[src/design/spq_pkg.sv]
// ----------------------------------------------------------------------------
// spq_pkg: shared types and constants for the stable priority queue
// Holds the operation and status codes, the cell command codes and the
// packed payload structs of the input and result channels.
// ----------------------------------------------------------------------------
package spq_pkg;

	// Default sizes of the entry chain.
	localparam int CAPACITY_DEF     = 16;
	localparam int HANDLE_WIDTH_DEF = 16;

	// Fixed field widths of the channel payloads.
	localparam int FIELD_HANDLE_W = 16;
	localparam int FIELD_LEVEL_W  = 2;
	localparam int FIELD_COUNT_W  = 5;

	// Operation codes carried by an input transfer.
	typedef enum logic [1:0] {
		FUNC_PUSH  = 2'd0,
		FUNC_POP   = 2'd1,
		FUNC_CLEAR = 2'd2,
		FUNC_QUERY = 2'd3
	} func_t;

	// Status codes reported with every result transfer.
	typedef enum logic [1:0] {
		ST_OK        = 2'd0,
		ST_POP_EMPTY = 2'd1,
		ST_PUSH_FULL = 2'd2
	} status_t;

	// Command broadcast to every cell of the chain.
	typedef enum logic [1:0] {
		CELL_HOLD = 2'd0,
		CELL_PUSH = 2'd1,
		CELL_POP  = 2'd2
	} cell_op_t;

	typedef struct packed {
		cell_op_t                 op;
		logic [FIELD_LEVEL_W-1:0] level;
	} cell_cmd_t;

	typedef struct packed {
		func_t                     func;
		logic [FIELD_LEVEL_W-1:0]  level;
		logic [FIELD_HANDLE_W-1:0] handle;
	} in_item_t;

	typedef struct packed {
		logic [FIELD_HANDLE_W-1:0] head_handle;
		logic [FIELD_LEVEL_W-1:0]  head_level;
		logic                      is_empty;
		logic [FIELD_COUNT_W-1:0]  entry_count;
		status_t                   status;
	} out_item_t;

endpackage

[src/design/spq_cell.sv]
// ----------------------------------------------------------------------------
// spq_cell: one slot of the sorted entry chain
// Holds one entry and, on each command, keeps it, takes the new entry,
// takes its left neighbor's entry (push) or its right neighbor's (pop).
// ----------------------------------------------------------------------------
module spq_cell #(
	parameter int HW = spq_pkg::HANDLE_WIDTH_DEF
) (
	input  logic                               clk,
	input  spq_pkg::cell_cmd_t                 cmd,
	input  logic [HW-1:0]                      new_handle,
	input  logic                               occupied,
	input  logic                               left_after,
	input  logic [spq_pkg::FIELD_LEVEL_W-1:0]  left_level,
	input  logic [HW-1:0]                      left_handle,
	input  logic [spq_pkg::FIELD_LEVEL_W-1:0]  right_level,
	input  logic [HW-1:0]                      right_handle,
	output logic                               after,
	output logic [spq_pkg::FIELD_LEVEL_W-1:0]  level_q,
	output logic [HW-1:0]                      handle_q
);
	import spq_pkg::*;

	// A new entry goes behind this one when it is stored and no less urgent.
	assign after = occupied && (level_q <= cmd.level);

	// Entry update: insert, shift right, shift left or hold.
	always_ff @(posedge clk) begin
		case (cmd.op)
			CELL_PUSH: begin
				if (!after) begin
					if (left_after) begin
						level_q  <= cmd.level;
						handle_q <= new_handle;
					end else begin
						level_q  <= left_level;
						handle_q <= left_handle;
					end
				end
			end
			CELL_POP: begin
				level_q  <= right_level;
				handle_q <= right_handle;
			end
			default: begin
			end
		endcase
	end

endmodule

[src/design/stable_priority_queue.sv]
// ----------------------------------------------------------------------------
// stable_priority_queue: bounded four-level priority queue of handles
// A row of entry cells kept sorted by level, first in first out within a
// level; push, pop, clear and query operations with a head report.
// ----------------------------------------------------------------------------
// Usage:
//   The input channel (in_valid, in_ready, in_data) carries one operation
//   per transfer: push, pop head, clear all or query. The result channel
//   (out_valid, out_ready, out_data) returns exactly one result per
//   operation: the head handle and level, an empty flag, the entry count
//   and a status code.
//   Every cell compares the pushed level with its own entry in parallel and
//   shifts toward its neighbor in the same cycle, so the result of an
//   operation is valid on the clock after the input transfer, and a
//   new operation can be taken every cycle while results are drained.
//   When the receiver stalls, the pending result holds and in_ready drops
//   until it is taken; the queue state does not change meanwhile.
//   Reset empties the queue at once; no clearing pass is needed, since
//   entries beyond the count are never reported.
//   A pop on an empty queue and a push into a full queue change nothing and
//   are flagged in the status field.
// ----------------------------------------------------------------------------
module stable_priority_queue #(
	parameter int CAPACITY     = spq_pkg::CAPACITY_DEF,
	parameter int HANDLE_WIDTH = spq_pkg::HANDLE_WIDTH_DEF
) (
	input  logic               clk,
	input  logic               arst_n,
	input  logic               in_valid,
	output logic               in_ready,
	input  spq_pkg::in_item_t  in_data,
	output logic               out_valid,
	input  logic               out_ready,
	output spq_pkg::out_item_t out_data
);
	import spq_pkg::*;

	localparam int CW = $clog2(CAPACITY + 1);
	localparam int SW = (HANDLE_WIDTH < FIELD_HANDLE_W) ? HANDLE_WIDTH : FIELD_HANDLE_W;

	logic                     accept;
	logic                     full;
	logic                     empty;
	logic [CW-1:0]            count_q;
	logic [CW-1:0]            count_d;
	status_t                  status_q;
	status_t                  status_d;
	logic                     out_valid_q;
	cell_cmd_t                cmd;
	logic [HANDLE_WIDTH-1:0]  new_handle;

	logic [CAPACITY-1:0]      occ;
	logic [CAPACITY-1:0]      after;
	logic [FIELD_LEVEL_W-1:0] level_q  [CAPACITY];
	logic [HANDLE_WIDTH-1:0]  handle_q [CAPACITY];

	// Handshake: the state only moves when the result slot is free.
	assign in_ready  = !out_valid_q || out_ready;
	assign accept    = in_valid && in_ready;
	assign out_valid = out_valid_q;

	assign full       = (count_q == CW'(CAPACITY));
	assign empty      = (count_q == '0);
	assign new_handle = HANDLE_WIDTH'(in_data.handle[SW-1:0]);

	// Operation decode: cell command, next count and status.
	always_comb begin
		cmd.op    = CELL_HOLD;
		cmd.level = in_data.level;
		count_d   = count_q;
		status_d  = ST_OK;
		if (accept) begin
			case (in_data.func)
				FUNC_PUSH: begin
					if (full) begin
						status_d = ST_PUSH_FULL;
					end else begin
						cmd.op  = CELL_PUSH;
						count_d = count_q + CW'(1);
					end
				end
				FUNC_POP: begin
					if (empty) begin
						status_d = ST_POP_EMPTY;
					end else begin
						cmd.op  = CELL_POP;
						count_d = count_q - CW'(1);
					end
				end
				FUNC_CLEAR: begin
					count_d = '0;
				end
				default: begin
				end
			endcase
		end
	end

	// Control registers: fill count, status and result valid.
	always_ff @(posedge clk or negedge arst_n) begin
		if (!arst_n) begin
			count_q     <= '0;
			status_q    <= ST_OK;
			out_valid_q <= 1'b0;
		end else begin
			if (accept) begin
				count_q  <= count_d;
				status_q <= status_d;
			end
			if (accept) begin
				out_valid_q <= 1'b1;
			end else if (out_ready) begin
				out_valid_q <= 1'b0;
			end
		end
	end

	// Chain of entry cells, each linked to its two neighbors.
	for (genvar i = 0; i < CAPACITY; i++) begin : g_cell
		logic                     l_after;
		logic [FIELD_LEVEL_W-1:0] l_level;
		logic [HANDLE_WIDTH-1:0]  l_handle;
		logic [FIELD_LEVEL_W-1:0] r_level;
		logic [HANDLE_WIDTH-1:0]  r_handle;

		assign occ[i] = (CW'(i) < count_q);

		if (i == 0) begin : g_first
			assign l_after  = 1'b1;
			assign l_level  = level_q[i];
			assign l_handle = handle_q[i];
		end else begin : g_inner_l
			assign l_after  = after[i-1];
			assign l_level  = level_q[i-1];
			assign l_handle = handle_q[i-1];
		end

		if (i == CAPACITY - 1) begin : g_last
			assign r_level  = level_q[i];
			assign r_handle = handle_q[i];
		end else begin : g_inner_r
			assign r_level  = level_q[i+1];
			assign r_handle = handle_q[i+1];
		end

		spq_cell #(
			.HW(HANDLE_WIDTH)
		) u_cell (
			.clk         (clk),
			.cmd         (cmd),
			.new_handle  (new_handle),
			.occupied    (occ[i]),
			.left_after  (l_after),
			.left_level  (l_level),
			.left_handle (l_handle),
			.right_level (r_level),
			.right_handle(r_handle),
			.after       (after[i]),
			.level_q     (level_q[i]),
			.handle_q    (handle_q[i])
		);
	end

	// Result fields come straight from the state, which holds while stalled.
	always_comb begin
		out_data.entry_count = FIELD_COUNT_W'(count_q);
		out_data.status      = status_q;
		out_data.is_empty    = empty;
		if (empty) begin
			out_data.head_handle = '0;
			out_data.head_level  = '0;
		end else begin
			out_data.head_handle = FIELD_HANDLE_W'(handle_q[0][SW-1:0]);
			out_data.head_level  = level_q[0];
		end
	end

endmodule

[config.mk]
export PLATFORM = sky130hd
export DESIGN_NAME = stable_priority_queue
export DESIGN_NICKNAME = d
export VERILOG_FILES = /design/src/design/spq_pkg.sv /design/src/design/spq_cell.sv /design/src/design/stable_priority_queue.sv
export SDC_FILE = /design/constraint.sdc
export NUM_CORES = 1
export LEC_CHECK = 0
export BUFFER_PORTS_ARGS = -buffer_cell sky130_fd_sc_hd__buf_2
export CAP_MARGIN = 20
export CORE_UTILIZATION = 50
export CTS_CLUSTER_SIZE = 28
export DETAILED_ROUTE_END_ITERATION = 12
export PLACE_DENSITY = 0.69
export SLEW_MARGIN = 20
export SYNTH_ARGS = -nofsm -noshare
export SYNTH_HDL_FRONTEND = slang
export SYNTH_SLANG_ARGS = --single-unit
[constraint.sdc]
create_clock -name clk -period 3.4 [get_ports clk]
set_input_delay 0.17 -clock clk [delete_from_list [all_inputs] [get_ports clk]]
set_output_delay 0.17 -clock clk [all_outputs]
set_load 0.005 [all_outputs]
## Word-level counts from Yosys, hierarchy flattened

Index checks and enable logic that the tools add are counted.

- Flip-flop bits (word level): 296
- Input port bits: 24
- Output and inout port bits: 28
- Word-level logic and storage cells: 236

- Add/sub/neg operators: 2
- Order comparisons: 32
- Equality and inequality tests: 22
- Mux-type cells: 103
- Bitwise gates (word level): 1
- Reductions and logical operators: 41

Operators by type and width:

| cell | count |
|---|---|
| two-way mux 16 bit | 30 |
| case mux 16 bit (2 select lines) | 15 |
| case mux 2 bit (2 select lines) | 17 |
| two-way mux 2 bit | 33 |
| less-than comparator 4 x 5 -> 1 bit, first input constant | 8 |
| inequality test 2 bit, second input constant | 17 |
| less-or-equal comparator 2 bit | 16 |
| AND reduction 2 bit | 16 |
| less-than comparator 3 x 5 -> 1 bit, first input constant | 4 |
| two-way mux 18 bit | 1 |
| logical AND 1 bit | 17 |
| case mux 5 bit (3 select lines) | 1 |
| less-than comparator 1 x 5 -> 1 bit, first input constant | 2 |
| less-than comparator 2 x 5 -> 1 bit, first input constant | 2 |
| two-way mux 5 bit | 2 |
| adder 5 x 1 -> 5 bit, second input constant | 1 |
| equality test 5 bit, second input constant | 1 |
| zero test 5 bit | 1 |
| subtractor 5 x 1 -> 5 bit, second input constant | 1 |
| equality test 2 x 1 -> 1 bit, second input constant | 2 |
| equality test 2 bit, second input constant | 2 |
| two-way mux 1 bit | 4 |
| AND reduction 4 bit | 1 |
| nonzero test 2 bit | 2 |
| 5 further kinds | 5 |

## Logic depth before layout (Yosys ltp)

- Depth after elaboration: 7
- Depth in mapped cells: 10
- Depth with buffers taken out: 6

## Modules after synthesis

Synthesis repeated with hierarchy kept, for this count alone.

- Cells, all modules: 1590
- Area total of the unflattened synthesis: 17941.0 um^2

By module, submodules not included:

| module | times used | cells an instance | area each (um^2) | sequential area each (um^2) |
|---|---|---|---|---|
| spq_cell | 16 | 92 | 1064.8 | 540.5 |
| stable_priority_queue | 1 | 118 | 904.6 | 200.2 |

## Worst setup path before layout

Ideal clock, no wire load.

- Path kind: input-to-reg
- From: input port in_data[17] (netlist bit)
- To: register g_cell[13].u_cell.handle_q[0] (enable)
- Data arrival time: 3306 ps
- Data required time: 2982 ps
- Path slack: -324 ps
- Stages: 9
- Buffers on the path: 3
- Cells stage by stage: clkbuf_1 > clkbuf_1 > inv_1 > ha_1 > nor2b_1 > o21a_1 > clkbuf_1 > nor2_1 > o21ai_0

- Longest elaborated chain between the ends: 4

RTL lines:

| item | line | RTL |
|---|---|---|
| start, declared | stable_priority_queue.sv:31 | `input spq_pkg::in_item_t in_data,` |
| less-or-equal comparator 2 bit | spq_cell.sv:25 | `assign after = occupied && (level_q <= cmd.level);` |
| logical AND 1 bit | spq_cell.sv:25 |  |
| inequality test 2 bit (no source line) | n/a |  |
| AND reduction 2 bit (no source line) | n/a |  |
| end signal, assigned | spq_cell.sv:34 | `handle_q <= new_handle;` |
| end signal, assigned | spq_cell.sv:37 | `handle_q <= left_handle;` |
| end signal, assigned | spq_cell.sv:43 | `handle_q <= right_handle;` |
| end, declared | spq_cell.sv:20 | `output logic [HW-1:0] handle_q` |

Every way passes these cells.
A chain may end at the register's enable or synchronous reset.

## Worst setup path after layout

- From: register count_q[1]
- To: register g_cell[6].u_cell.handle_q[0] (enable)

- Longest elaborated chain between the ends: 7
- Elaborated cells between the ends (all ways): 13
- Those cells by class: order compare: 1; eq/ne: 4; mux: 4; reduce/logical: 4

RTL lines:

| item | line | RTL |
|---|---|---|
| start, declared | stable_priority_queue.sv:44 | `logic [CW-1:0] count_q;` |
| start signal, assigned | stable_priority_queue.sv:107 | `count_q <= count_d;` |
| equality test 5 bit / zero test 5 bit (equally long branches) | stable_priority_queue.sv:62, stable_priority_queue.sv:63 |  |
| two-way mux 1 bit / two-way mux 2 bit (equally long branches) | stable_priority_queue.sv:75, stable_priority_queue.sv:83 |  |
| case mux 2 bit (2 select lines) | stable_priority_queue.sv:73 | `case (in_data.func)` |
| two-way mux 2 bit | stable_priority_queue.sv:72 | `if (accept) begin` |
| equality test 2 x 1 -> 1 bit / equality test 2 bit (equally long branches) | n/a |  |
| inequality test 2 bit (no source line) / nonzero test 2 bit (equally long branches) | n/a |  |
| AND reduction 2 bit (no source line) (*) | n/a |  |
| end signal, assigned | spq_cell.sv:34 |  |
| end signal, assigned | spq_cell.sv:37 |  |
| end signal, assigned | spq_cell.sv:43 |  |
| end, declared | spq_cell.sv:20 |  |

Every way passes the cells marked *; elsewhere a longest branch is shown, timed or not.

==> results summary <==
Traced cell by cell, the critical path runs through inv_1, ha_1, or4b_4, a2111o_1, buf_4, o21ai_2. No sink is reached through more buffers than the 3 on the longest clock path. The register bit total from synthesis came out at roughly 300. The number of iterations in the first detailed-routing pass is 5. The count of instances resized after the clock tree is built is 0. The repair_antennas step left the layout with diodes totalling 0. The count of vias placed by the detailed router came out at around 16,000. The width of the chip came out at roughly 190 µm. The number of enable flip-flop cells after synthesis is approximately 290. The minimum clock period after layout is about 3.1 ns. For this design the ratio of total power to cell area is roughly 750 nW/µm². The initial standard-cell utilization of the core came out at approximately 50%. Setup violations remaining at the end of the flow were counted as 0. The vertical extent of the die came out at between 150 and 200 µm. The global-route total usage across every layer is a little over 30%. The fraction of final layout cells with drive strength greater than 1 is between 10 and 15%. The run finished with clean final reports. The total negative slack for setup checks is 0 ns. The worst hold path belongs to the class in -> async. STA classifies the critical path startpoint as a flip-flop. The first global-routing pass estimated ~85 mm of wire. The number of global-route vias before repair was 15,100.

The violation count after the first detailed-route iteration is 1,928. The total overflow left after global routing is 0. The number of different library cells used by synthesis comes to 42. The highest ir drop seen on vdd is around 0.00047 V.

The clock net sink count is just under 300. The final-layout worst hold slack is about 0.031 ns. The number of instances in the synthesized netlist came out at 1,790. In this run, post-CTS hold repair placed 2 buffers.

Dividing the detail-routed wire length by the instance count gives ~25 µm. The library cells used most frequently in the layout, excluding fill and tap cells, are 288 x sky130_fd_sc_hd__edfxtp_1, 262 x sky130_fd_sc_hd__o21ai_0, 260 x sky130_fd_sc_hd__a31oi_1. The largest stage delay on the critical path came out at between 0.7 and 0.8 ns. The number of antenna violations at the first check in global routing came out at 0. The worst setup path category is reg -> reg. The count of nets left with antenna violations after detail routing came out at 0. The final hold violation count is 0. Compared with the post-synthesis result, the final layout area differs by 9.52%. The total number of nets in the final design is 1,826. Clock tree synthesis selected as its root buffer the cell sky130_fd_sc_hd__clkbuf_16. Leaving out fill and tap cells, the most frequent cell in the layout is sky130_fd_sc_hd__edfxtp_1. The floorplan has 67 rows.

The number of port buffers came out at between 50 and 60. The number of buffers inserted during clock tree synthesis is 35. STA puts the critical path data arrival time at 3.21 ns.

Summed over all layers, the routed wires come to 54.9 mm. The endpoint kind of the worst setup timing path is a flip-flop. At the pin with the least slew margin, the transition time is around 1.0 ns.

The mean instance size in the synthesized netlist came out at between 9 and 10 µm². The number of top-level design ports came out at 52. The post-synth net total is 1,853. Setup repair after global routing left no endpoint under its margin. For this run, design rule violations remaining after detail routing come to 0. The worst-case clock skew is 0.0177 ns. Entering global routing, the biggest net connects 120 pins. The clock transition at the registers of the reported paths is roughly 0.060 ns.

Max-cap violations in this run came to 0. The ratio of final minimum period to clock period came out at about nine tenths. The core region is approximately 34,000 µm².

The overall die area came out at between 30,000 and 40,000 µm². The largest individual stage delay along the critical path comes from the cell sky130_fd_sc_hd__o21ai_2. The H-tree was split into 2 levels. The insertion delay of the later-clocked pin in the worst-skew pair is about 0.53 ns. STA puts the critical path data required time at 3.54 ns. TritonCTS built the clock tree. The detailed-placement wirelength estimate came out at 35.2 mm. The final weighted congestion in routability-driven placement is around 0.9. The Yosys step of the flow raised 0 warnings. The largest fanout on the critical path is 18. The number of slew-limit violations in the final report was 0. The mapped netlist covers 17,300 µm². In this run the post-CTS setup repair buffer count came out at 0. The mean number of vias per cell came out at 6.94. Counting flops with an async set or reset pin after synthesis yields a share of approximately 2.7%. The tightest slew margin relative to the limit came out at 32.2%. The standby leakage power came out at roughly 6.1 nW. Timing would allow up to roughly 330 MHz. After synthesis, flip-flops and latches occupy a little over 50% of the total area. In the synthesized netlist the dominant register cell turns out to be sky130_fd_sc_hd__edfxtp_1.
cells by family after synthesis:
family | synth area share [%]
AND/OR/NAND/NOR | 17.8
AO/OA/AOI/OAI | 19.7
flip-flops | 51.2
buffers and inverters | 6.12
adder cells (fa/ha/maj) | 2.82
multiplexers | 2.27
layout make-up:
class	instances	area [µm²]
Fill cell	2926	14900
Sequential cell	296	8850
Clock inverter	18	136
Clock buffer	41	941
Tap cell	448	561
Inverter	26	97.6
Multi-Input combinational cell	1274	7390
Timing Repair Buffer	130	948
stage by stage:
step	std cells	setup WS [ns]	total power, W	instance area, µm²	utilization (%)
final	2233	0.325	0.0143	18900	56.0
after global routing	2233	0.210	0.0150	18900	56.0
after CTS	2232	0.317	0.0142	18900	55.9
after detailed placement	2171	0.341	0.0106	17800	52.7
after global placement	2171	0.339	0.0104	17800	52.7
after floorplan	1790	0.162	0.00902	17300	-
layer usage:
layer | up-vias | global-route usage (%) | wire length, µm
li1 | 6903 | - | -
met1 | 7521 | 40.8 | 21300
met2 | 902 | 50.0 | 26000
met3 | 176 | 4.21 | 4910
met4 | 0 | 13.9 | 2570
met5 | - | 0 | 0
cell usage after synthesis (2+ instances only):
library cell	n	area share, %
sky130_fd_sc_hd__o21ai_1	15	0.43
sky130_fd_sc_hd__buf_2	26	0.75
sky130_fd_sc_hd__nand2b_1	3	0.11
sky130_fd_sc_hd__o21a_1	15	0.65
sky130_fd_sc_hd__ha_1	39	2.8
sky130_fd_sc_hd__dfrtp_1	8	1.2
sky130_fd_sc_hd__nand2_1	29	0.63
sky130_fd_sc_hd__nor2b_1	17	0.62
sky130_fd_sc_hd__clkbuf_1	113	2.5
sky130_fd_sc_hd__a31o_2	2	0.10
sky130_fd_sc_hd__a31oi_1	260	9.4
sky130_fd_sc_hd__or3_1	2	0.072
sky130_fd_sc_hd__nor2_1	19	0.41
sky130_fd_sc_hd__and2_1	21	0.76
sky130_fd_sc_hd__mux2_2	34	2.2
sky130_fd_sc_hd__nand3_1	258	7.5
sky130_fd_sc_hd__a21oi_1	5	0.14
sky130_fd_sc_hd__edfxtp_1	288	50
sky130_fd_sc_hd__buf_4	49	2.1
sky130_fd_sc_hd__o21ai_0	268	7.8
sky130_fd_sc_hd__o21ai_2	9	0.46
sky130_fd_sc_hd__inv_1	26	0.56
sky130_fd_sc_hd__or2_2	2	0.072
sky130_fd_sc_hd__o22a_1	2	0.10
sky130_fd_sc_hd__a21oi_2	2	0.10
sky130_fd_sc_hd__nor3_1	254	7.4
sky130_fd_sc_hd__buf_1	4	0.087
sky130_fd_sc_hd__a21o_1	5	0.22
sky130_fd_sc_hd__buf_6	2	0.13
worst max-delay path, delay by kind of cell, from the launching register on:
kind / cells / cell delay (ns)
compound gates: 2 / 1.32
simple gates: 1 / 0.46
fa+ha+maj: 1 / 0.17
buf+inv: 2 / 0.36
flops: 1 / 0.37
where the power goes:
group	total [W]	switching (W)	internal [W]
sequential	0.00521	0.000279	0.00493
clock	0.00365	0.00153	0.00212
combinational	0.00542	0.00361	0.00181
flip-flops by register name, indices dropped and copies added (netlist names):
register and cells:
count_q 5, g_cell.u_cell.handle_q 256, g_cell.u_cell.level_q 32, out_valid 1
status_q 2
worst paths after layout:
check | start | end | slack [ns] | depth (start not counted)
setup / recovery | count_q[1] | g_cell[6].u_cell.handle_q[0] | 0.32 | 6
hold / removal | arst_n | out_valid | 0.03 | 2
setup reg to reg | count_q[1] | g_cell[6].u_cell.handle_q[0] | 0.32 | 6
hold reg to reg | status_q[1] | status_q[1] | 0.48 | 2
max in group asynchronous | arst_n | count_q[4] | 3.19 | 2
min in group clk | out_ready | out_valid | 0.04 | 3
(Power assumes the default switching activity.)
